[src/rtl/labelwise_newton_score_eval_macros.svh]
// Assertion macros shared by the evaluator.
`ifndef LABELWISE_NEWTON_SCORE_EVAL_MACROS_SVH
`define LABELWISE_NEWTON_SCORE_EVAL_MACROS_SVH
`ifndef SYNTHESIS
`define LNSE_ASSERT_IMP(label, ck, rs, ante, cons) \
  label: assert property (@(posedge ck) disable iff (rs) (ante) |-> (cons)) \
    else $error("same-cycle check failed");
`define LNSE_ASSERT_NXT(label, ck, rs, ante, cons) \
  label: assert property (@(posedge ck) disable iff (rs) (ante) |=> (cons)) \
    else $error("next-cycle check failed");
`else
`define LNSE_ASSERT_IMP(label, ck, rs, ante, cons)
`define LNSE_ASSERT_NXT(label, ck, rs, ante, cons)
`endif
`endif

[src/rtl/lnse_pkg.sv]
package lnse_pkg;

  localparam int IN_W  = 32;
  localparam int L2_W  = 32;
  localparam int G_W   = 33;
  localparam int D_W   = 35;
  localparam int GM_W  = 33;
  localparam int DM_W  = 34;
  localparam int S_W   = 32;
  localparam int Q_W   = 48;
  localparam int A_W   = 64;

  // Byte address of the L2 weight register on the configuration port.
  localparam logic [2:0] ADDR_L2_WEIGHT = 3'd0;

  localparam logic [S_W-1:0] S_MIN = {1'b1, {(S_W-1){1'b0}}};
  localparam logic [S_W-1:0] S_MAX = {1'b0, {(S_W-1){1'b1}}};
  localparam logic [Q_W-1:0] Q_MIN = {1'b1, {(Q_W-1){1'b0}}};
  localparam logic [Q_W-1:0] Q_MAX = {1'b0, {(Q_W-1){1'b1}}};
  localparam logic [A_W-1:0] A_MIN = {1'b1, {(A_W-1){1'b0}}};
  localparam logic [A_W-1:0] A_MAX = {1'b0, {(A_W-1){1'b1}}};

  // One classified label, as handed from the front end to the back end.
  typedef struct packed {
    logic [G_W-1:0]  g;
    logic [D_W-1:0]  d;
    logic [GM_W-1:0] g_mag;
    logic [DM_W-1:0] d_mag;
    logic            d_zero;
    logic            last;
  } lnse_job_t;

  typedef struct packed {
    logic full;
    logic empty;
  } lnse_fifo_stat_t;

endpackage

[src/rtl/lnse_fifo.sv]
module lnse_fifo (
  input  logic                      clk,
  input  logic                      rst,
  input  logic                      push,
  input  lnse_pkg::lnse_job_t       din,
  input  logic                      pop,
  output lnse_pkg::lnse_job_t       dout,
  output lnse_pkg::lnse_fifo_stat_t stat
);
  import lnse_pkg::*;

  localparam int DEPTH = 2;

  lnse_job_t  slots [DEPTH];
  logic       wr_ptr;
  logic       rd_ptr;
  logic [1:0] count;

  assign dout       = slots[rd_ptr];
  assign stat.full  = (count == 2'(DEPTH));
  assign stat.empty = (count == 2'd0);

  always_ff @(posedge clk) begin
    if (rst) begin
      wr_ptr <= 1'b0;
      rd_ptr <= 1'b0;
      count  <= 2'd0;
    end else begin
      if (push) begin
        wr_ptr <= ~wr_ptr;
      end
      if (pop) begin
        rd_ptr <= ~rd_ptr;
      end
      if (push && !pop) begin
        count <= count + 2'd1;
      end else if (pop && !push) begin
        count <= count - 2'd1;
      end
    end
  end

  always_ff @(posedge clk) begin
    if (push) begin
      slots[wr_ptr] <= din;
    end
  end

endmodule

[config.mk]
export PLATFORM = sky130hd
export DESIGN_NAME = lnse_fifo
export DESIGN_NICKNAME = d
export VERILOG_FILES = /design/src/rtl/labelwise_newton_score_eval_macros.svh /design/src/rtl/lnse_pkg.sv /design/src/rtl/lnse_fifo.sv
export SDC_FILE = /design/constraint.sdc
export NUM_CORES = 1
export LEC_CHECK = 0
export BUFFER_PORTS_ARGS = -buffer_cell sky130_fd_sc_hd__buf_4
export CORE_ASPECT_RATIO = 0.6
export CORE_MARGIN = 2
export CORE_UTILIZATION = 46
export CTS_BUF_LIST = sky130_fd_sc_hd__clkbuf_8
export CTS_CLUSTER_SIZE = 40
export DETAILED_ROUTE_END_ITERATION = 8
export GPL_TIMING_DRIVEN = 0
export HOLD_SLACK_MARGIN = 0.15
export PLACE_DENSITY = 0.71
export SYNTH_ARGS = -nofsm -noshare
export SYNTH_HDL_FRONTEND = slang
export SYNTH_SLANG_ARGS = --single-unit
[constraint.sdc]
create_clock -name clk -period 14.9 [get_ports clk]
set_clock_uncertainty 0.2 [all_clocks]
set_input_delay 2.98 -clock clk [delete_from_list [all_inputs] [get_ports clk]]
set_output_delay 2.98 -clock clk [all_outputs]
set_load 0.02 [all_outputs]
==> results by group <==
Run status
  • Outcome: complete, no violations

Critical path
  • Crit path required time: 11.72 ns
  • Flop-to-flop setup slack: 12.99 ns
  • CP Capture Type: primary output
  • CP Data Arrival Time: 1.80 ns
  • Reg2Reg Depth: 2
  • R2R Path Start: wr_ptr
  • Crit Path Class: reg2out
  • Worst R2R End: slots[1][124]
  • Worst Path Max Fanout: 10
  • Worst setup endpoint: dout[59]
  • CP Launch Type: flip-flop

STA
  • Relative slew margins: 59.25%
  • Worst-Margin Slew: 0.6113 ns
  • RSZ-0062 raised after global routing: no
  • Slew Limit Fails: 0
  • # setup viols final: 0
  • Setup TNS: 0 ns
  • Final worst path period need: 4.980 ns
  • Fin crit share: 33.42%
  • Fin. Hold Viols: 0
  • Fmax: 200.8 MHz

Pwr
  • Clock power share: 32.4%
  • Final Total Pwr: 1.773 mW
  • P_leak: 5.125 nW
  • Switching component of the power: 0.4245 mW
  • Pwr/cell area: 130.9 nW/um^2
  • P_int: 1.349 mW
  • Power share of the combinational group: 15.3%
  • Net Sw Frac: 23.94%
  • Peak supply drop: 0.08396 mV
  • Reg power frac: 52.3%

Clock network
  • Max clock buf depth: 3
  • Inserted Clock Buffers: 41
  • Total clock sinks: 279
  • Clock latency at the later pin of the worst-skew pair: 0.51 ns
  • Worst-path clk slew: 0.06 ns
  • H-tree depth: 2
  • CTS tree: done
  • Setup bufs post-CTS: 0
  • Clk root buf: clkbuf_8
  • Post-CTS sizing: 0
  • Post-CTS Hold Buffers: 0

Synth
  • Syn avg cell area: 22.64 um^2
  • Syn_nets: 590
  • Post-synthesis cell count: 448
  • Register area share after synthesis: 82.10%
  • Netlist cell types: 16
  • Post-synthesis cell area: 10140 um^2
  • Synth Warn #: 0
  • Yosys reg bits: 279

Layout
  • Commonest cells after routing, fill and taps aside: buf_4 (280), edfxtp_1 (274), mux2_2 (137)
  • Ant diodes: 0
  • Final nets: 919
  • Ratio of cells with drive above 1 in the final layout: 60.84%
  • Synthesis-to-layout area growth: 33.53%
  • Commonest non-fill, non-tap cell in the layout: buf_4

Drt
  • Final wirelength: 20.78 mm
  • Pre-Repair DR Iteration Count: 6
  • Total number of vias: 5299
  • DRC: 0
  • WL/cell: 19.01 um
  • Post-DRT Antenna Nets: 0
  • Met2 WL post-DR: 9.619 mm
  • WL met3: 2.026 mm
  • First DRT Iteration DRCs: 264
  • DR top layer: met4
  • Vias per cell: 4.848
  • Met1 Wirelength: 8.910 mm

GRT
  • Total Routing Usage GR: 17.57%
  • Largest net degree at the start of global routing: 55
  • Number of global-route vias before repair: 5774
  • Initial antenna violation count: 0
  • Grt ovf: 0
  • First-pass GRT wire length: 31.53 mm

Floorplanning
  • Row count: 42
  • Die area: 23290 um^2
  • Chip height: 119.0 um
  • I/O pin count: 280
  • Initial Util: 46.40%
  • Core area: 21860 um^2
  • Chip width: 195.7 um

Placed design
  • Placer Congestion: 0.7630
  • Port Buffers: 279
  • Detailed placement HPWL: 14.37 mm

Hold path
  • Worst min-delay path category: reg2reg
  • Hold path cells: 2

Job
  • Max Cap Viol: 0
## cell usage after synthesis, drive strengths merged
master	instances	area, um^2
xor2	2	17.52
inv	1	3.750
or3	1	6.260
mux2	137	1543
edfxtp	274	8228
a21oi	1	5.000
and2	1	6.260
xnor2	2	17.52
buf	15	165.2
nor2	5	18.77
nor2b	1	6.260
and2b	1	8.760
dfxtp	5	100.1
o21ai	1	5.000
ha	1	12.51
## state kept, by name (all words and copies together), names as in the netlist, named ones only
signal,cells
slots,274
count,2
rd_ptr,1
wr_ptr,1
## stage by stage
step	cells	hold slack [ns]	cell area, um^2	util (%)	setup slack (ns)
finish	1093	0.3243	13540	61.96	9.920
global placement	1013	0.2905	12600	57.62	2.120
detailed placement	1020	0.3179	12780	58.44	10.34
global route	1093	0.3561	13540	61.96	9.801
floorplan	448	0.2614	10140	-	5.136
CTS	1093	0.3269	13540	61.96	9.859
## critical path: stages, from the launching register on
cell,delay [ns]
dfxtp_1,0.35
buf_6,0.22
buf_6,0.19
mux2_2,0.36
buf_4,0.16
## per-layer routing
metal | vias up | GRT usage (%)
met1 | 2624 | 22.68
met4 | 0 | 4.545
met3 | 21 | 7.477
met2 | 216 | 27.61
met5 | - | 0
li1 | 2438 | -
## logic make-up (layout without fill, tap and decap cells)
kind of cell,Yosys count,in the layout,synth area share (%)
AO/OA/AOI/OAI,2,2,0.09859
XOR/XNOR,4,4,0.3454
adder cells (fa/ha/maj),1,1,0.1233
buffers and inverters,16,375,1.665
flip-flops,279,279,82.10
multiplexers,137,137,15.21
AND/OR/NAND/NOR,9,9,0.4565
## worst min path at each step
stage / startpoint / to / slack (ns)
after floorplan: count[1] / count[1] / 0.26
after global placement: count[1] / count[1] / 0.29
after detailed placement: count[1] / count[1] / 0.32
after CTS: count[1] / count[1] / 0.33
after global routing: rd_ptr / rd_ptr / 0.36
final: count[1] / count[1] / 0.32
## area by class of cell
cell class | count | area, um^2
Buffer | 15 | 165.2
Clock buffer | 43 | 591.8
Clock inverter | 30 | 176.4
Fill cell | 1560 | 8317
Inverter | 1 | 3.754
Multi-Input combinational cell | 153 | 1657
Sequential cell | 279 | 8328
Tap cell | 286 | 357.8
Timing Repair Buffer | 286 | 2265
## power groups by stage
stage	registers, mW	clock network, mW	logic, mW
6_report	0.927	0.575	0.272
5_1_grt	0.930	0.630	0.287
4_1_cts	0.927	0.594	0.275
3_5_place_dp	0.943	0	0.274
3_3_place_gp	0.954	0	0.258
2_1_floorplan	0.948	0	0.144
Power figures use the tool's default switching activity.
