--- src/rtl/labelwise_newton_score_eval_macros.svh ---
// Assertion macros shared by the evaluator.
`ifndef LABELWISE_NEWTON_SCORE_EVAL_MACROS_SVH
`define LABELWISE_NEWTON_SCORE_EVAL_MACROS_SVH
`ifndef SYNTHESIS
`define LNSE_ASSERT_IMP(label, ck, rs, ante, cons) \
  label: assert property (@(posedge ck) disable iff (rs) (ante) |-> (cons)) \
    else $error("same-cycle check failed");
`define LNSE_ASSERT_NXT(label, ck, rs, ante, cons) \
  label: assert property (@(posedge ck) disable iff (rs) (ante) |=> (cons)) \
    else $error("next-cycle check failed");
`else
`define LNSE_ASSERT_IMP(label, ck, rs, ante, cons)
`define LNSE_ASSERT_NXT(label, ck, rs, ante, cons)
`endif
`endif

--- src/rtl/lnse_pkg.sv ---
package lnse_pkg;

  localparam int IN_W  = 32;
  localparam int L2_W  = 32;
  localparam int G_W   = 33;
  localparam int D_W   = 35;
  localparam int GM_W  = 33;
  localparam int DM_W  = 34;
  localparam int S_W   = 32;
  localparam int Q_W   = 48;
  localparam int A_W   = 64;

  // Byte address of the L2 weight register on the configuration port.
  localparam logic [2:0] ADDR_L2_WEIGHT = 3'd0;

  localparam logic [S_W-1:0] S_MIN = {1'b1, {(S_W-1){1'b0}}};
  localparam logic [S_W-1:0] S_MAX = {1'b0, {(S_W-1){1'b1}}};
  localparam logic [Q_W-1:0] Q_MIN = {1'b1, {(Q_W-1){1'b0}}};
  localparam logic [Q_W-1:0] Q_MAX = {1'b0, {(Q_W-1){1'b1}}};
  localparam logic [A_W-1:0] A_MIN = {1'b1, {(A_W-1){1'b0}}};
  localparam logic [A_W-1:0] A_MAX = {1'b0, {(A_W-1){1'b1}}};

  // One classified label, as handed from the front end to the back end.
  typedef struct packed {
    logic [G_W-1:0]  g;
    logic [D_W-1:0]  d;
    logic [GM_W-1:0] g_mag;
    logic [DM_W-1:0] d_mag;
    logic            d_zero;
    logic            last;
  } lnse_job_t;

  typedef struct packed {
    logic full;
    logic empty;
  } lnse_fifo_stat_t;

endpackage

--- src/rtl/lnse_front.sv ---
module lnse_front (
  input  logic                          clk,
  input  logic                          rst,
  input  logic                          in_valid,
  output logic                          in_stall,
  input  logic [lnse_pkg::IN_W-1:0]     grad_sum,
  input  logic [lnse_pkg::IN_W-1:0]     hess_sum,
  input  logic [lnse_pkg::IN_W-1:0]     total_grad,
  input  logic [lnse_pkg::IN_W-1:0]     total_hess,
  input  logic                          use_complement,
  input  logic                          last_label,
  input  logic [lnse_pkg::L2_W-1:0]     l2_weight,
  input  lnse_pkg::lnse_fifo_stat_t     fifo_stat,
  output logic                          push,
  output lnse_pkg::lnse_job_t           job
);
  import lnse_pkg::*;

  logic           held;
  logic           load;
  logic [G_W-1:0] g_r;
  logic [D_W-1:0] d_r;
  logic           last_r;
  logic [G_W-1:0] g_in;
  logic [G_W-1:0] h_in;
  logic [D_W-1:0] d_in;
  logic [G_W-1:0] g_neg;
  logic [D_W-1:0] d_neg;

  assign push     = held && !fifo_stat.full;
  assign in_stall = held && fifo_stat.full;
  assign load     = in_valid && !in_stall;

  always_comb begin
    if (use_complement) begin
      g_in = {total_grad[IN_W-1], total_grad} - {grad_sum[IN_W-1], grad_sum};
      h_in = {total_hess[IN_W-1], total_hess} - {hess_sum[IN_W-1], hess_sum};
    end else begin
      g_in = {grad_sum[IN_W-1], grad_sum};
      h_in = {hess_sum[IN_W-1], hess_sum};
    end
    d_in = {{(D_W-G_W){h_in[G_W-1]}}, h_in} + {{(D_W-L2_W){1'b0}}, l2_weight};
  end

  always_ff @(posedge clk) begin
    if (rst) begin
      held <= 1'b0;
    end else if (load) begin
      held <= 1'b1;
    end else if (push) begin
      held <= 1'b0;
    end
  end

  always_ff @(posedge clk) begin
    if (load) begin
      g_r    <= g_in;
      d_r    <= d_in;
      last_r <= last_label;
    end
  end

  // The most negative g wraps to itself, which read unsigned is its magnitude.
  always_comb begin
    g_neg      = ~g_r + G_W'(1);
    d_neg      = ~d_r + D_W'(1);
    job.g      = g_r;
    job.d      = d_r;
    job.g_mag  = g_r[G_W-1] ? g_neg : g_r;
    job.d_mag  = d_r[D_W-1] ? d_neg[DM_W-1:0] : d_r[DM_W-1:0];
    job.d_zero = (d_r == '0);
    job.last   = last_r;
  end

endmodule

--- config.mk ---
export PLATFORM = sky130hd
export DESIGN_NAME = lnse_front
export DESIGN_NICKNAME = d
export VERILOG_FILES = /design/src/rtl/labelwise_newton_score_eval_macros.svh /design/src/rtl/lnse_pkg.sv /design/src/rtl/lnse_front.sv
export SDC_FILE = /design/constraint.sdc
export NUM_CORES = 1
export LEC_CHECK = 0
export ABC_AREA = 1
export BUFFER_PORTS_ARGS = -buffer_cell sky130_fd_sc_hd__buf_2
export CAP_MARGIN = 25
export CORE_MARGIN = 1
export CORE_UTILIZATION = 55
export CTS_CLUSTER_DIAMETER = 60
export DETAILED_ROUTE_END_ITERATION = 6
export PLACE_DENSITY = 0.94
export SLEW_MARGIN = 40
export SYNTH_ARGS = -nofsm -noshare
export SYNTH_HDL_FRONTEND = slang
export SYNTH_SLANG_ARGS = --single-unit
--- constraint.sdc ---
create_clock -name clk -period 5.4 [get_ports clk]
set_clock_uncertainty 0.05 [all_clocks]
set_input_delay 0 -clock clk [delete_from_list [all_inputs] [get_ports clk]]
set_output_delay 0 -clock clk [all_outputs]
set_load 0.03 [all_outputs]
==> results.py <==
metrics = {
    "route": {
        "drtIter0Drc": 1063,
        "via_per_inst": 5.55,
        "drc_errors": 0,
        "routed_wl_um": 38400,
        "first_pass_iters": 5,
        "vias": 12900,
        "routedWlPerCell_um": 16.5,
        "drt.antenna.violating_nets": 0,
    },
    "cts": {
        "cts_buffer_depth": 2,
        "cts_buffers": 9,
        "cts_tree": "done",
        "cts_hold_buf": 15,
        "cts_max_level": 3,
        "cts_setup_buffers": 0,
        "cts.sinks": 69,
        "clkTransAtPathRegs_ns": 0.06,
        "root_buffer": "clkbuf_16",
        "cts_resized": 0,
        "worstSkewPairLatency_ns": 0.33,
    },
    "final_layout": {
        "seq_area_mm2": 0.00206,
        "final_nets": 2324,
        "stdcell_count": 2324,
        "multi_input_area_mm2": 0.00759,
        "drive_gt1_share_pct": 17.5,
        "fin_area_mm2": 0.0130,
        "area_delta_synth_final_pct": 20.3,
        "nFillCells": 1795,
    },
    "worst_setup_path": {
        "crit_arrival_ns": 3.81,
        "crit_fanout": 4,
        "crit_path_frequent_cell": "nand2_1",
        "critical-path-top-delay-family": "simple AND/OR/NAND/NOR gates",
        "required_ns": 5.42,
        "slowest_stage": "o21ai_0",
        "crit_path_cell_trace": "buf_2, ha_1, fa_1, inv_1, nand2_1, nand2_1, and2_2, a21oi_4, o21ai_0, nand2_1, nand3_1, o21ai_0, ha_1, nand2_1, nor2_2, inv_1, nor3_2, nand2_1, nand2_1, nand4_1, a21boi_1, nor2_1",
        "endpoint_kind": "register",
        "cp-start-kind": "input pin",
        "ff2ff_setup_slack_ns": 3.75,
        "max_stage_delay_ns": 0.58,
        "crit_buf_inv": 3,
        "criticalPathCategory": "in2reg",
    },
    "synth": {
        "synth_cells": 1747,
        "synth_top_family_by_area": "simple AND/OR/NAND/NOR gates",
        "ys_ff_latch": 69,
        "netlist_area_mm2": 0.0108,
        "synthXorXnorAreaFrac_pct": 8.74,
        "yosys.area_share.simple_pct": 33.9,
        "synthAdderAreaFrac_pct": 11.9,
        "yosysUniqueCellTypes": 47,
        "synth_nets": 2015,
        "synth_compound_area_share_pct": 15.5,
        "ys_warn_count": 0,
        "muxShareOfSynthArea_pct": 0,
        "synth_seq_area_share_pct": 19.0,
        "syn_area_per_cell_um2": 6.20,
    },
    "sta": {
        "maxSlewViolCount": 0,
        "fmax_mhz": 263,
        "period_share_pct": 70.3,
        "slew_headroom_pct": 45.1,
        "setup_viol": 0,
        "worstMarginPinSlew_ns": 0.824,
        "rsz0062_at_grt": "no",
        "holdWs_ns": 0.0169,
        "setup_tns_ns": 0,
        "post-route-min-period_ns": 3.80,
        "final_hold_viol_count": 0,
    },
    "floorplan": {
        "std_cell_rows": 50,
        "chipHeight_um": 142,
        "die-area_mm2": 0.0203,
        "initial_core_util_pct": 56.9,
        "die_width_um": 142,
        "ios": 306,
        "core_region_area_mm2": 0.0190,
    },
    "power_and_ir_drop": {
        "power_density_mw_per_mm2": 254,
        "switchingPower_mw": 1.66,
        "pwr-share-clk_pct": 16.1,
        "p_int_mw": 1.64,
        "pwr-share-comb_pct": 59.2,
        "power.total_mw": 3.31,
        "pwr-share-seq_pct": 24.7,
        "swShare_pct": 50.3,
        "p_leak_nw": 6.81,
        "ir_drop_v": 0.000153,
    },
    "placement": {
        "dpl_cell_area_mm2": 0.0126,
        "placedCellCount": 2290,
        "port_buffers": 304,
        "dp.final_hpwl_um": 32700,
        "gp_congestion": 0.993,
    },
    "worst_hold_path": {
        "worstHoldPathType": "in2reg",
    },
    "global_routing": {
        "antenna_found_initial": 3,
        "grt_max_degree": 69,
        "grt_pass1_wl_um": 59500,
        "grtUsageTotal_pct": 37.7,
        "grt_pass1_vias": 11948,
        "grt_overflow": 0,
    },
    "run": {
        "cap_viol_max_count": 0,
    },
    "run_status": {
        "status": "complete, no violations",
    },
}
-- worst paths after layout --
| path | from | endpoint | cells past startpoint |
|---|---|---|---|
| hold reg to reg | held | held | 3 |
| hold / removal | grad_sum[1] | g_r[1] | 3 |
| setup / recovery | hess_sum[0] | d_r[31] | 22 |
| setup reg to reg | held | d_r[30] | 4 |
-- metrics by stage --
step	setup WS [ns]	util, %
floorplan	1.47	-
global route	1.34	68.5
CTS	1.74	68.5
detailed placement	1.40	66.2
global placement	1.55	66.2
finish	1.60	68.5
-- metal layers --
layer	vias up	GRT usage (%)	wire [um]
li1	6320	-	-
met1	5843	51.2	16600
met2	636	60.3	17100
met3	101	3.87	3180
met4	0	17.1	1510
met5	-	0	0
-- cells in the mapped netlist (all sizes together) --
master  instances  area, um^2
nand3         119         601
nor3b           1        7.51
a21oi         117         597
fa              3        60.1
buf             9        55.1
a31oi           4        25.0
dfxtp           1        20.0
nor3           23         135
o21ai         121         632
xnor2          37         324
a21o           14         105
nor2          202         788
or2b            1        7.51
nor4           13        87.6
and2            1        7.51
o21a            9        67.6
o22ai           5        31.3
o211ai          3        22.5
or2            11        68.8
o21bai         18         135
ha             98        1230
a21boi          8        60.1
and3            5        31.3
xor2           71         622
nor4b           1        8.76
o31ai           1        7.51
nand2b          3        18.8
nand2         447        1690
nand3b         11        82.6
clkbuf         15        56.3
edfxtp         68        2040
nand4          22         138
inv           285        1070
-- logic make-up after synthesis --
family / after synthesis
and+or+nand+nor: 860
AOI/OAI and AO/OA: 300
buffers and inverters: 309
adders and majority gates: 101
xor gates and xnor gates: 108
DFF: 69
-- power by group through the flow --
stage               clock (mW)  sequential [mW]  combinational [mW]
global route             0.563            0.825                2.13
detailed placement           0            0.823                1.91
global placement             0            0.822                1.88
finish                   0.532            0.815                1.96
floorplan                    0            0.942                1.22
CTS                      0.537            0.812                1.93
-- cells in the final DEF (no fill, tap or decap), types with 2 or more instances in the layout --
cell and instances:
nand2b_1 3, xnor2_1 37, nand2_2 4, edfxtp_1 68
dlygate4sd3_1 15, o22ai_1 5, o21ai_0 108, nor2_2 6
o21ai_1 6, ha_1 98, nor4_1 12, nand2_1 443
diode_2 3, nand3b_1 11, o21ai_2 7, a21boi_0 6
o211ai_1 3, a31oi_1 4, a21boi_1 2, a21o_1 14
o21bai_1 18, or2_2 8, nor3_2 4, buf_4 3
nand3_1 118, nor2_1 193, and3_1 5, fa_1 3
inv_1 283, nor2_4 3, or2_1 3, clkbuf_16 9
nor3_1 19, inv_6 2, nand4_1 22, a21oi_1 116
buf_2 304, xor2_1 71, clkinvlp_4 4, o21a_1 9
-- final cells by class --
| type | instances | share of cell area [%] |
|---|---|---|
| Antenna cell | 3 | 0.0576 |
| Clock buffer | 10 | 1.76 |
| Clock inverter | 6 | 0.365 |
| Inverter | 285 | 8.23 |
| Multi-Input combinational cell | 1369 | 58.3 |
| Sequential cell | 69 | 15.8 |
| Tap cell | 260 | 2.50 |
| Timing Repair Buffer | 322 | 13.0 |
-- state kept, by name (all words and copies together) (netlist names) --
| register | cells |
|---|---|
| held | 1 |
| last_r | 1 |
| d_r | 34 |
| g_r | 33 |
-- tightest hold or removal path: cells and delay by family --
kind	cells	cell delay [ns]
AO/OA/AOI/OAI	1	0.07
buffers and inverters	1	0.15
AND/OR/NAND/NOR	1	0.06
Power figures use the tool's default switching activity.
