File: src/rtl/labelwise_newton_score_eval_macros.svh
// Assertion macros shared by the evaluator.
`ifndef LABELWISE_NEWTON_SCORE_EVAL_MACROS_SVH
`define LABELWISE_NEWTON_SCORE_EVAL_MACROS_SVH
`ifndef SYNTHESIS
`define LNSE_ASSERT_IMP(label, ck, rs, ante, cons) \
  label: assert property (@(posedge ck) disable iff (rs) (ante) |-> (cons)) \
    else $error("same-cycle check failed");
`define LNSE_ASSERT_NXT(label, ck, rs, ante, cons) \
  label: assert property (@(posedge ck) disable iff (rs) (ante) |=> (cons)) \
    else $error("next-cycle check failed");
`else
`define LNSE_ASSERT_IMP(label, ck, rs, ante, cons)
`define LNSE_ASSERT_NXT(label, ck, rs, ante, cons)
`endif
`endif

File: src/rtl/lnse_pkg.sv
package lnse_pkg;

  localparam int IN_W  = 32;
  localparam int L2_W  = 32;
  localparam int G_W   = 33;
  localparam int D_W   = 35;
  localparam int GM_W  = 33;
  localparam int DM_W  = 34;
  localparam int S_W   = 32;
  localparam int Q_W   = 48;
  localparam int A_W   = 64;

  // Byte address of the L2 weight register on the configuration port.
  localparam logic [2:0] ADDR_L2_WEIGHT = 3'd0;

  localparam logic [S_W-1:0] S_MIN = {1'b1, {(S_W-1){1'b0}}};
  localparam logic [S_W-1:0] S_MAX = {1'b0, {(S_W-1){1'b1}}};
  localparam logic [Q_W-1:0] Q_MIN = {1'b1, {(Q_W-1){1'b0}}};
  localparam logic [Q_W-1:0] Q_MAX = {1'b0, {(Q_W-1){1'b1}}};
  localparam logic [A_W-1:0] A_MIN = {1'b1, {(A_W-1){1'b0}}};
  localparam logic [A_W-1:0] A_MAX = {1'b0, {(A_W-1){1'b1}}};

  // One classified label, as handed from the front end to the back end.
  typedef struct packed {
    logic [G_W-1:0]  g;
    logic [D_W-1:0]  d;
    logic [GM_W-1:0] g_mag;
    logic [DM_W-1:0] d_mag;
    logic            d_zero;
    logic            last;
  } lnse_job_t;

  typedef struct packed {
    logic full;
    logic empty;
  } lnse_fifo_stat_t;

endpackage

File: src/rtl/lnse_back.sv
module lnse_back #(
  parameter int FRAC_BITS = 16
) (
  input  logic                            clk,
  input  logic                            rst,
  input  lnse_pkg::lnse_fifo_stat_t       fifo_stat,
  input  lnse_pkg::lnse_job_t             head,
  output logic                            pop,
  output logic                            out_valid,
  input  logic                            out_stall,
  output logic signed [lnse_pkg::S_W-1:0] score,
  output logic signed [lnse_pkg::Q_W-1:0] quality,
  output logic signed [lnse_pkg::A_W-1:0] overall_quality,
  output logic                            is_last
);
  import lnse_pkg::*;

  localparam int NUMW = GM_W + FRAC_BITS;
  localparam int CMPW = DM_W + S_W;
  localparam int REMW = DM_W + 1;
  localparam int SS_W = 2 * S_W - 1;
  localparam int MA_W = 36;
  localparam int MB_W = 33;
  localparam int MP_W = MA_W + MB_W;
  localparam int SUMW = 100;
  localparam int SH_LO = 2 * FRAC_BITS + 1;
  localparam int SHW = SUMW - SH_LO;
  localparam logic [4:0] CNT_LAST = 5'(S_W - 1);

  typedef enum logic [10:0] {
    ST_IDLE = 11'b000_0000_0001,
    ST_LOAD = 11'b000_0000_0010,
    ST_DIV  = 11'b000_0000_0100,
    ST_SIGN = 11'b000_0000_1000,
    ST_SQR  = 11'b000_0001_0000,
    ST_MGS  = 11'b000_0010_0000,
    ST_MLO  = 11'b000_0100_0000,
    ST_MHI  = 11'b000_1000_0000,
    ST_MADD = 11'b001_0000_0000,
    ST_QSAT = 11'b010_0000_0000,
    ST_ACC  = 11'b100_0000_0000
  } back_state_t;

  back_state_t state;
  back_state_t state_next;

  lnse_job_t              cur;
  logic [REMW-1:0]        rem;
  logic [S_W-1:0]         div_lo;
  logic [S_W-1:0]         quo;
  logic [4:0]             cnt;
  logic [S_W-1:0]         s;
  logic [SS_W-1:0]        ss;
  logic signed [MP_W-1:0] prod;
  logic [SUMW-1:0]        sum;
  logic [Q_W-1:0]         q;
  logic [A_W-1:0]         acc;
  logic                   out_load;

  logic [NUMW-1:0]        num;
  logic                   ovf;
  logic                   res_neg;
  logic [REMW-1:0]        rem_sh;
  logic [REMW-1:0]        d_ext;
  logic                   rem_ge;
  logic signed [MA_W-1:0] mul_a;
  logic signed [MB_W-1:0] mul_b;
  logic signed [MP_W-1:0] mul_p;
  logic [SUMW-1:0]        prod_ext;
  logic [SHW-1:0]         sh;
  logic                   q_fits;
  logic [A_W:0]           acc_sum;
  logic [A_W-1:0]         acc_new;

  assign num     = {cur.g_mag, {FRAC_BITS{1'b0}}};
  // A quotient of 2^32 or more saturates whatever the sign.
  assign ovf     = {{(CMPW-NUMW){1'b0}}, num} >= {cur.d_mag, {S_W{1'b0}}};
  assign res_neg = (cur.g[G_W-1] == cur.d[D_W-1]);
  assign rem_sh  = {rem[REMW-2:0], div_lo[S_W-1]};
  assign d_ext   = {1'b0, cur.d_mag};
  assign rem_ge  = (rem_sh >= d_ext);

  always_comb begin
    mul_a = {{(MA_W-S_W){s[S_W-1]}}, s};
    mul_b = {{(MB_W-S_W){s[S_W-1]}}, s};
    case (state)
      ST_MGS: begin
        mul_a = {{(MA_W-G_W){cur.g[G_W-1]}}, cur.g};
      end
      ST_MLO: begin
        mul_a = {{(MA_W-D_W){cur.d[D_W-1]}}, cur.d};
        mul_b = {1'b0, ss[S_W-1:0]};
      end
      ST_MHI: begin
        mul_a = {{(MA_W-D_W){cur.d[D_W-1]}}, cur.d};
        mul_b = {2'b00, ss[SS_W-1:S_W]};
      end
      default: begin
      end
    endcase
  end

  assign mul_p    = mul_a * mul_b;
  assign prod_ext = {{(SUMW-MP_W){prod[MP_W-1]}}, prod};

  assign sh     = sum[SUMW-1:SH_LO];
  assign q_fits = (&sh[SHW-1:Q_W-1]) || !(|sh[SHW-1:Q_W-1]);

  always_comb begin
    acc_sum = {acc[A_W-1], acc} + {{(A_W+1-Q_W){q[Q_W-1]}}, q};
    if (acc_sum[A_W] != acc_sum[A_W-1]) begin
      acc_new = acc_sum[A_W] ? A_MIN : A_MAX;
    end else begin
      acc_new = acc_sum[A_W-1:0];
    end
  end

  always_comb begin
    state_next = state;
    pop        = 1'b0;
    out_load   = 1'b0;
    unique case (state)
      ST_IDLE: begin
        if (!fifo_stat.empty) begin
          pop        = 1'b1;
          state_next = ST_LOAD;
        end
      end
      ST_LOAD: state_next = (cur.d_zero || ovf) ? ST_SQR : ST_DIV;
      ST_DIV: begin
        if (cnt == CNT_LAST) begin
          state_next = ST_SIGN;
        end
      end
      ST_SIGN: state_next = ST_SQR;
      ST_SQR:  state_next = ST_MGS;
      ST_MGS:  state_next = ST_MLO;
      ST_MLO:  state_next = ST_MHI;
      ST_MHI:  state_next = ST_MADD;
      ST_MADD: state_next = ST_QSAT;
      ST_QSAT: state_next = ST_ACC;
      ST_ACC: begin
        if (!out_valid || !out_stall) begin
          out_load   = 1'b1;
          state_next = ST_IDLE;
        end
      end
      default: state_next = ST_IDLE;
    endcase
  end

  always_ff @(posedge clk) begin
    if (rst) begin
      state     <= ST_IDLE;
      out_valid <= 1'b0;
      acc       <= '0;
    end else begin
      state <= state_next;
      if (out_load) begin
        out_valid <= 1'b1;
        acc       <= cur.last ? '0 : acc_new;
      end else if (!out_stall) begin
        out_valid <= 1'b0;
      end
    end
  end

  // The remainder starts from the numerator bits above the low word; the
  // overflow check guarantees it is already below the divisor.
  always_ff @(posedge clk) begin
    unique case (state)
      ST_IDLE: begin
        if (pop) begin
          cur <= head;
        end
      end
      ST_LOAD: begin
        rem    <= REMW'(num[NUMW-1:S_W]);
        div_lo <= num[S_W-1:0];
        quo    <= '0;
        cnt    <= '0;
        if (cur.d_zero) begin
          s <= '0;
        end else if (ovf) begin
          s <= res_neg ? S_MIN : S_MAX;
        end
      end
      ST_DIV: begin
        rem    <= rem_ge ? (rem_sh - d_ext) : rem_sh;
        quo    <= {quo[S_W-2:0], rem_ge};
        div_lo <= {div_lo[S_W-2:0], 1'b0};
        cnt    <= cnt + 5'd1;
      end
      ST_SIGN: begin
        if (res_neg) begin
          s <= (quo > S_MIN) ? S_MIN : (~quo + S_W'(1));
        end else begin
          s <= (quo > S_MAX) ? S_MAX : quo;
        end
      end
      ST_SQR: begin
        prod <= mul_p;
      end
      ST_MGS: begin
        ss   <= prod[SS_W-1:0];
        prod <= mul_p;
      end
      ST_MLO: begin
        sum  <= prod_ext << (FRAC_BITS + 1);
        prod <= mul_p;
      end
      ST_MHI: begin
        sum  <= sum + prod_ext;
        prod <= mul_p;
      end
      ST_MADD: begin
        sum <= sum + (prod_ext << S_W);
      end
      ST_QSAT: begin
        if (q_fits) begin
          q <= sh[Q_W-1:0];
        end else begin
          q <= sh[SHW-1] ? Q_MIN : Q_MAX;
        end
      end
      ST_ACC: begin
      end
      default: begin
      end
    endcase
  end

  always_ff @(posedge clk) begin
    if (out_load) begin
      score           <= s;
      quality         <= q;
      overall_quality <= cur.last ? acc_new : '0;
      is_last         <= cur.last;
    end
  end

endmodule

File: config.mk
export PLATFORM = sky130hd
export DESIGN_NAME = lnse_back
export DESIGN_NICKNAME = d
export VERILOG_FILES = /design/src/rtl/labelwise_newton_score_eval_macros.svh /design/src/rtl/lnse_pkg.sv /design/src/rtl/lnse_back.sv
export SDC_FILE = /design/constraint.sdc
export NUM_CORES = 2
export LEC_CHECK = 0
export ABC_AREA = 1
export BUFFER_PORTS_ARGS = -buffer_cell sky130_fd_sc_hd__buf_2
export CAP_MARGIN = 5
export CORE_UTILIZATION = 40
export DETAILED_ROUTE_END_ITERATION = 12
export PLACE_DENSITY = 0.66
export SYNTH_ARGS = -nofsm -noshare
export SYNTH_HDL_FRONTEND = slang
export SYNTH_SLANG_ARGS = --single-unit
File: constraint.sdc
create_clock -name clk -period 11.35 [get_ports clk]
set_clock_uncertainty 0.05 [all_clocks]
set_input_delay 0.5675 -clock clk [delete_from_list [all_inputs] [get_ports clk]]
set_output_delay 0.5675 -clock clk [all_outputs]
set_load 0.03 [all_outputs]
==> results.yml <==
run_status:
  status: "complete, no violations"
finish:
  drive_gt1_frac: 0.05469
  postLayoutCellArea_um2: 102500
  multi_input_area_um2: 59670
  nets: 14140
  seqCellArea_um2: 21970
  fillers: 22950
  syn_to_final_growth_pct: 9.820
worst_setup_path:
  critical_path.max_stage_delay_ns: 0.97
  worstSetupEndpointType: "register"
  path_buf_inv: 5
  rrSetupSlack_ns: 0.95
  cp_common_cell: "fa_1"
  worstPathArrival_ns: 10.84
  worstSetupPathType: "register to register"
  cp.required_ns: 11.79
  critical_path.startpoint_type: "register"
  worstPathMaxFanout: 34
  cp_slowest_cell: "fa_1"
  cp_top_family: "adder cells"
floorplan:
  die_y_um: 485.0
  core_area_um2: 231000
  rows: 176
  ios: 289
  dieArea_um2: 235200
  start_util: 0.4039
  die_x_um: 485.0
clock_network:
  clk_latency_ns: 0.79
  htreeDepth: 3
  cts_setup_buffers: 0
  cts_tree: "done"
  clkTransAtPathRegs_ns: 0.06
  cts_made_buffers: 87
  cts.sinks: 757
  cts_root_buf: "clkbuf_16"
  clockBufferDepth: 3
grt:
  track_usage: 0.2845
  grt_first_pass_wirelength_um: 503900
  antenna_found_initial: 18
  grt_max_degree: 138
  grt_pass1_vias: 81240
  overflow: 0
detailed_routing:
  drt_wl_total_um: 334000
  route.detailed.drc: 0
  routed-via-count: 81260
  drtPass1Iterations: 6
  vias_per_cell: 5.285
  wl_per_cell_um: 21.72
  ant_nets: 0
  drtIter0Drc: 7810
placement:
  place_congestion: 1.016
  postPlaceCellArea_um2: 98100
  portBuffers: 287
  place_ws_ns: 1.051
  hpwlAfterDp_um: 275300
logic_synthesis:
  netlist_instances: 11970
  synth_cell_types: 59
  syn_nets: 13840
  ys_ff_latch: 757
  yosysWarnings: 0
  synthArstFlopShare: 0
  avgSynthCellArea_um2: 7.794
  synth_edf_count: 681
  synth-seq-area-share: 0.2355
  synthFlopType: "edfxtp_1"
  synth_area_um2: 93310
timing:
  fin_crit_ns: 10.40
  hold_viol_final: 0
  worstMarginPinSlew_ns: 1.419
  fin_crit_sh: 0.9164
  max_freq_mhz: 96.14
  timing.setup.tns_ns: 0
  slew-limit-headroom: 0.04702
  setup_viol_count_final: 0
  slew_viol_final: 0
  layout_setup_ws_ns: 0.9487
  rsz0062_at_grt: "no"
worst_hold_path:
  hold_path.class: "input pin to register"
run:
  maxCapViolCount: 0
## cell type report
type,instances,share of cell area
Timing Repair Buffer,547,0.03751
Clock buffer,102,0.02199
Clock inverter,61,0.007632
Inverter,2701,0.09902
Antenna cell,5,0.0001221
Tap cell,3026,0.03695
Sequential cell,757,0.2144
Multi-Input combinational cell,8175,0.5824
## path summary, 6_finish.rpt
path,startpoint,end,cells after the start
hold / removal,head[100],cur[100]$_DFFE_PP_,1
setup / recovery,state[2]$_SDFFE_PP0P_,prod[65]$_DFFE_PP_,31
setup reg to reg,state[2]$_SDFFE_PP0P_,prod[65]$_DFFE_PP_,31
hold reg to reg,q[39]$_DFFE_PP_,quality[39]$_DFFE_PP_,0
## worst register-to-register path: cells and delay by family (launching register included)
kind	cells	cell delay, ns
DFF	1	0.33
and+or+nand+nor	13	2.52
AOI/OAI and AO/OA	3	1.06
buffers and inverters	5	0.85
adders and majority gates	9	5.16
xor gates and xnor gates	1	0.19
## registers in the layout (all words and copies together), names as in the netlist, 11 cells and up
name             flops
quality             48
ss                  63
div_lo              16
prod                69
rem                 34
state               11
acc                 64
overall_quality     64
s                   32
score               32
cur                137
quo                 32
sum                100
q                   48
## repair_timing
item                      in CTS  in global routing
hold buffers                 132                  0
hold endpoints to repair     132                  0
gates resized for setup        0                  0
## stage by stage
stage	hold slack [ns]	std cells	utilization
2_1_floorplan	0.3764	11970	-
3_3_place_gp	0.4071	15070	0.4247
3_5_place_dp	0.4106	15070	0.4247
4_1_cts	0.003865	15370	0.4435
5_1_grt	0.03125	15370	0.4436
6_report	0.04476	15370	0.4436
## cell usage after synthesis (5+ instances only)
library cell | n | area share
buf_4 | 10 | 0.00080
a21o_1 | 34 | 0.0027
a22oi_1 | 13 | 0.0010
buf_6 | 7 | 0.00084
buf_2 | 214 | 0.011
nor2_1 | 980 | 0.039
ha_1 | 507 | 0.068
xor2_1 | 110 | 0.010
nor4_1 | 43 | 0.0029
nand2_1 | 3087 | 0.12
nand3_1 | 398 | 0.021
buf_1 | 14 | 0.00056
fa_1 | 1219 | 0.26
o21ai_0 | 512 | 0.027
a21boi_0 | 16 | 0.0013
inv_2 | 31 | 0.0012
or2_2 | 27 | 0.0018
a31oi_1 | 38 | 0.0025
a221oi_1 | 5 | 0.00047
o21a_1 | 29 | 0.0023
nor3_1 | 81 | 0.0043
a21oi_2 | 26 | 0.0024
clkbuf_1 | 93 | 0.0037
inv_1 | 2669 | 0.11
dfxtp_1 | 76 | 0.016
nand4_1 | 91 | 0.0061
edfxtp_1 | 681 | 0.22
xnor2_1 | 44 | 0.0041
and3_1 | 7 | 0.00047
o21bai_1 | 64 | 0.0051
a21oi_1 | 740 | 0.040
nand3b_1 | 23 | 0.0019
o211ai_1 | 30 | 0.0024
and2_1 | 6 | 0.00040
## cells in the final DEF (no fill, tap or decap), drive strengths merged, types with 5 or more instances in the layout
cell,synthesis,routed
a21boi,17,17
a21o,34,34
a21oi,766,766
a221oi,5,5
a22oi,13,13
a31oi,38,38
and2,6,6
and3,7,7
buf,245,415
bufinv,0,10
clkbuf,93,102
clkinv,1,34
clkinvlp,0,5
dfxtp,76,76
diode,0,5
dlygate4sd3,0,132
edfxtp,681,681
fa,1219,1219
ha,507,507
inv,2700,2713
nand2,3091,3091
nand3,398,398
nand3b,23,23
nand4,92,92
nor2,983,983
nor3,86,86
nor4,44,44
o211ai,30,30
o21a,29,29
o21ai,516,516
o21bai,64,64
or2,27,27
xnor2,44,44
xor2,110,110
## logic make-up (layout without fill, tap and decap cells)
group	after synthesis	in the layout	synth area share
flip-flops	757	757	0.2355
XOR/XNOR	154	154	0.01446
buffers and inverters	3039	3411	0.1261
AO/OA/AOI/OAI	1530	1530	0.08954
other	0	5	0
adder cells (fa/ha/maj)	1726	1726	0.3295
AND/OR/NAND/NOR	4765	4765	0.2049
## per-layer routing
metal	up-vias	part of all wire	wire (um)	track usage
li1	37420	-	-	-
met1	39600	0.43	143600	0.3996
met2	3626	0.44	146900	0.4431
met3	603	0.089	29770	0.04330
met4	6	0.041	13650	0.1036
met5	-	0.00013	45	0
Power is left out: the tool's default activity adds up to more than one toggle a clock period on the data nets, which glitch-free logic cannot reach.
